===== config.mk =====
export PLATFORM = sky130hd
export DESIGN_NAME = pwlwt_ram
export DESIGN_NICKNAME = d
export VERILOG_FILES = /design/src/pwlwt_ram.sv
export SDC_FILE = /design/constraint.sdc
export NUM_CORES = 2
export LEC_CHECK = 0
export ABC_AREA = 1
export BUFFER_PORTS_ARGS = -buffer_cell sky130_fd_sc_hd__buf_2
export CORE_ASPECT_RATIO = 1.5
export CORE_MARGIN = 3
export CORE_UTILIZATION = 30
export DETAILED_ROUTE_END_ITERATION = 10
export GPL_TIMING_DRIVEN = 0
export PLACE_DENSITY = 0.52
export SETUP_SLACK_MARGIN = 0.02
export SLEW_MARGIN = 10
export SYNTH_ARGS = -nofsm -noshare
export SYNTH_HDL_FRONTEND = slang
export SYNTH_SLANG_ARGS = --single-unit

===== constraint.sdc =====
create_clock -name i_clk -period 5.2 [get_ports i_clk]
set_input_delay 0.26 -clock i_clk [delete_from_list [all_inputs] [get_ports i_clk]]
set_output_delay 0.26 -clock i_clk [all_outputs]
set_load 0.1 [all_outputs]

===== src/pwlwt_ram.sv =====
module pwlwt_ram #(
    parameter int unsigned WIDTH = 32,
    parameter int unsigned DEPTH = 64
) (
    input  logic                     i_clk,
    input  logic                     i_we,
    input  logic [$clog2(DEPTH)-1:0] i_waddr,
    input  logic [WIDTH-1:0]         i_wdata,
    input  logic [$clog2(DEPTH)-1:0] i_raddr,
    output logic [WIDTH-1:0]         o_rdata
);
    logic [WIDTH-1:0] r_mem [DEPTH];

    always_ff @(posedge i_clk) begin
        if (i_we) begin
            r_mem[i_waddr] <= i_wdata;
        end
        o_rdata <= r_mem[i_raddr];
    end
endmodule


==> results.sh <==
export IMPL_grt_pass1_wl_um=474000
export IMPL_hold_path_end="r_mem[24][8]"
export IMPL_syn_avg_cell_area_sq_um=12.2
export IMPL_synthTopCellsByArea="edfxtp_1 74%, nand3_1 12%, nand2_1 10%"
export IMPL_mostFrequentLayoutCells="2248 x nand2_1, 2048 x edfxtp_1, 1907 x nand3_1"
export IMPL_ctsResizeCount=0
export IMPL_peakVddDrop_mv=0.281
export IMPL_path_cells="buf_2, clkbuf_1, clkbuf_1, nand3_1, nand3_1, nand3_1, nand2_1, nand2_1, nand2_1"
export IMPL_crit_fanout=10
export IMPL_totalPowerFinal_mw=35.8
export IMPL_rsz0062_at_grt="no"
export IMPL_fin_skew_ns=0.0447
export IMPL_placed_area_sq_mm=0.0914
export IMPL_fp_dieArea_sq_mm=0.282
export IMPL_core_rowCount=235
export IMPL_max_cap_violations=0
export IMPL_slew_viol_final=0
export IMPL_reg2reg_depth=8
export IMPL_path_delay_family="buffers and inverters"
export IMPL_holdCritPathClass="in2reg"
export IMPL_fmax_ghz=0.310
export IMPL_dp_cells=10700
export IMPL_clk_pin_slew_ns=0.07
export IMPL_finalCoreUtilization_pct=35.7
export IMPL_r2r_start="r_mem[32][12]"
export IMPL_grt_overflow_total=0
export IMPL_slew_headroom_pct=2.47
export IMPL_drive_above_1_share_pct=12.7
export IMPL_min_path_cells=1
export IMPL_grt_usage_pct=24.3
export IMPL_vias_per_cell=5.38
export IMPL_min_period_over_period_pct=62.0
export IMPL_die_width_um=435
export IMPL_portBuffers=69
export IMPL_criticalPathCategory="in2reg"
export IMPL_final_common_cell="nand2_1"
export IMPL_crit_path_start_kind="input pin"
export IMPL_r2r_end="o_rdata[12]"
export IMPL_wire_per_inst_um=32.0
export IMPL_hold_path_startpoint="i_wdata[8]"
export IMPL_detail_route_drc_violations=0
export IMPL_synth_top_area_share_pct=74.3
export IMPL_cp_slowest_cell="clkbuf_1"
export IMPL_status="completed"
export IMPL_synth_nets=6815
export IMPL_cp_num_buf_inv=3
export IMPL_yosys_register_bits=2080
export IMPL_cts_buffers=195
export IMPL_cts_tree="built"
export IMPL_final_cells=11100
export IMPL_finish_net_count=7303
export IMPL_vias=59700
export IMPL_grt_start_max_net_pins=65
export IMPL_final_cell_area_sq_mm=0.0977
export IMPL_cts_buffer_depth=4
export IMPL_r2r_slack_ns=2.96
export IMPL_finalHoldViolations=0
export IMPL_worst_slew_pin_slew_ns=1.46
export IMPL_synth_area_sq_mm=0.0827
export IMPL_setup_violations=0
export IMPL_area_delta_synth_final_pct=18.1
export IMPL_drt_iter0_drc=8618
export IMPL_cp_arrival_ns=4.01
export IMPL_cp_required_ns=5.99
export IMPL_drtPass1Iterations=6
export IMPL_fin_crit_ns=3.22
export IMPL_synth_cells=6769
export IMPL_pre_cts_ws_ns=1.51
export IMPL_cts_root_buf="clkbuf_16"
export IMPL_ys_seq_area_share_pct=75.1
export IMPL_wirelength_um=356000
export IMPL_gp_congestion=1.01
export IMPL_core_area_sq_mm=0.274
export IMPL_initial_utilization_pct=30.2
export IMPL_cts_max_level=4
export IMPL_cts_sinks=2080
export IMPL_die_height_um=649
export IMPL_setup_ws_ns=1.98
export IMPL_p_leak_nw=34.3
export IMPL_final_antenna_net_count=0
export IMPL_grt_pass1_vias=55800
export IMPL_p_per_area_mw_per_mm2=366
export IMPL_antenna_found_initial=55
export IMPL_io_pins=78
export IMPL_hold_ws_ns=0.00490
export IMPL_tns_ns=0
export IMPL_slowest_delay_ns=0.93
export IMPL_ys_warn_count=0
export IMPL_synth_area_leader_cell="edfxtp_1"
export IMPL_clock_latency_ns=0.88
export IMPL_cp_end_kind="flop"
export IMPL_synthDistinctLibCells=16
export IMPL_hpwl_um=253000
==> worst reg2reg max path: cells and delay by family (launching register included) <==
| family | cells | cell delay (ns) |
|---|---|---|
| and+or+nand+nor | 8 | 1.72 |
| DFF | 1 | 0.38 |
==> area by class of cell <==
class	count	area (sq um)
timing repair buffer	291	3880
buffer	449	2260
sequential	2080	62100
antenna	18	45.0
clock inverter	101	803
fill	26600	176000
inverter	12	47.5
tap	3673	4600
multi-input combinational	4228	18800
clock buffer	244	5180
==> repair_timing <==
item	4_1_cts	5_1_grt
setup buffers	0	0
hold buffers	28	0
hold endpoints to repair	814	0
==> power breakdown <==
part	internal, mW	total (mW)	leakage (nW)	switching [mW]
logic	0.620	3.12	12.6	2.50
registers	18.5	18.6	18.7	0.0371
clock network	7.56	14.1	2.93	6.50
total	26.7	35.8	34.3	9.03
==> metal layers <==
layer	track usage [%]	share of wire, %	vias up
met1	27.6	34	29700
li1	-	-	25100
met3	5.01	9.3	1078
met5	0	0.058	-
met2	40.7	48	3713
met4	17.4	8.6	34
==> worst max-delay path by stage <==
stage                     from             to  cells past startpoint
floorplan                 i_we   r_mem[48][0]                      3
global placement          i_we  r_mem[53][23]                      3
detailed placement  i_raddr[2]     o_rdata[5]                      9
CTS                 i_raddr[2]     o_rdata[9]                      9
global route        i_raddr[2]    o_rdata[12]                      9
finish              i_raddr[2]    o_rdata[12]                      9
==> kinds of logic (layout without fill, tap and decap cells) <==
family,Yosys count,in the layout,synth area share (%)
other cells,0,18,0
flops,2080,2080,75.1
buf+inv,461,1097,2.78
simple gates,4228,4228,22.1
==> cells in the mapped netlist, drive strengths merged <==
library cell,n
nand4,9
nor4,8
edfxtp,2048
inv,12
nand2,2248
nor2,56
buf,372
dfxtp,32
clkbuf,77
nand3,1907
==> sequential cells by signal (all words and copies together), names as in the netlist <==
signal   count
r_mem     2048
o_rdata     32
(Power assumes the default switching activity.)
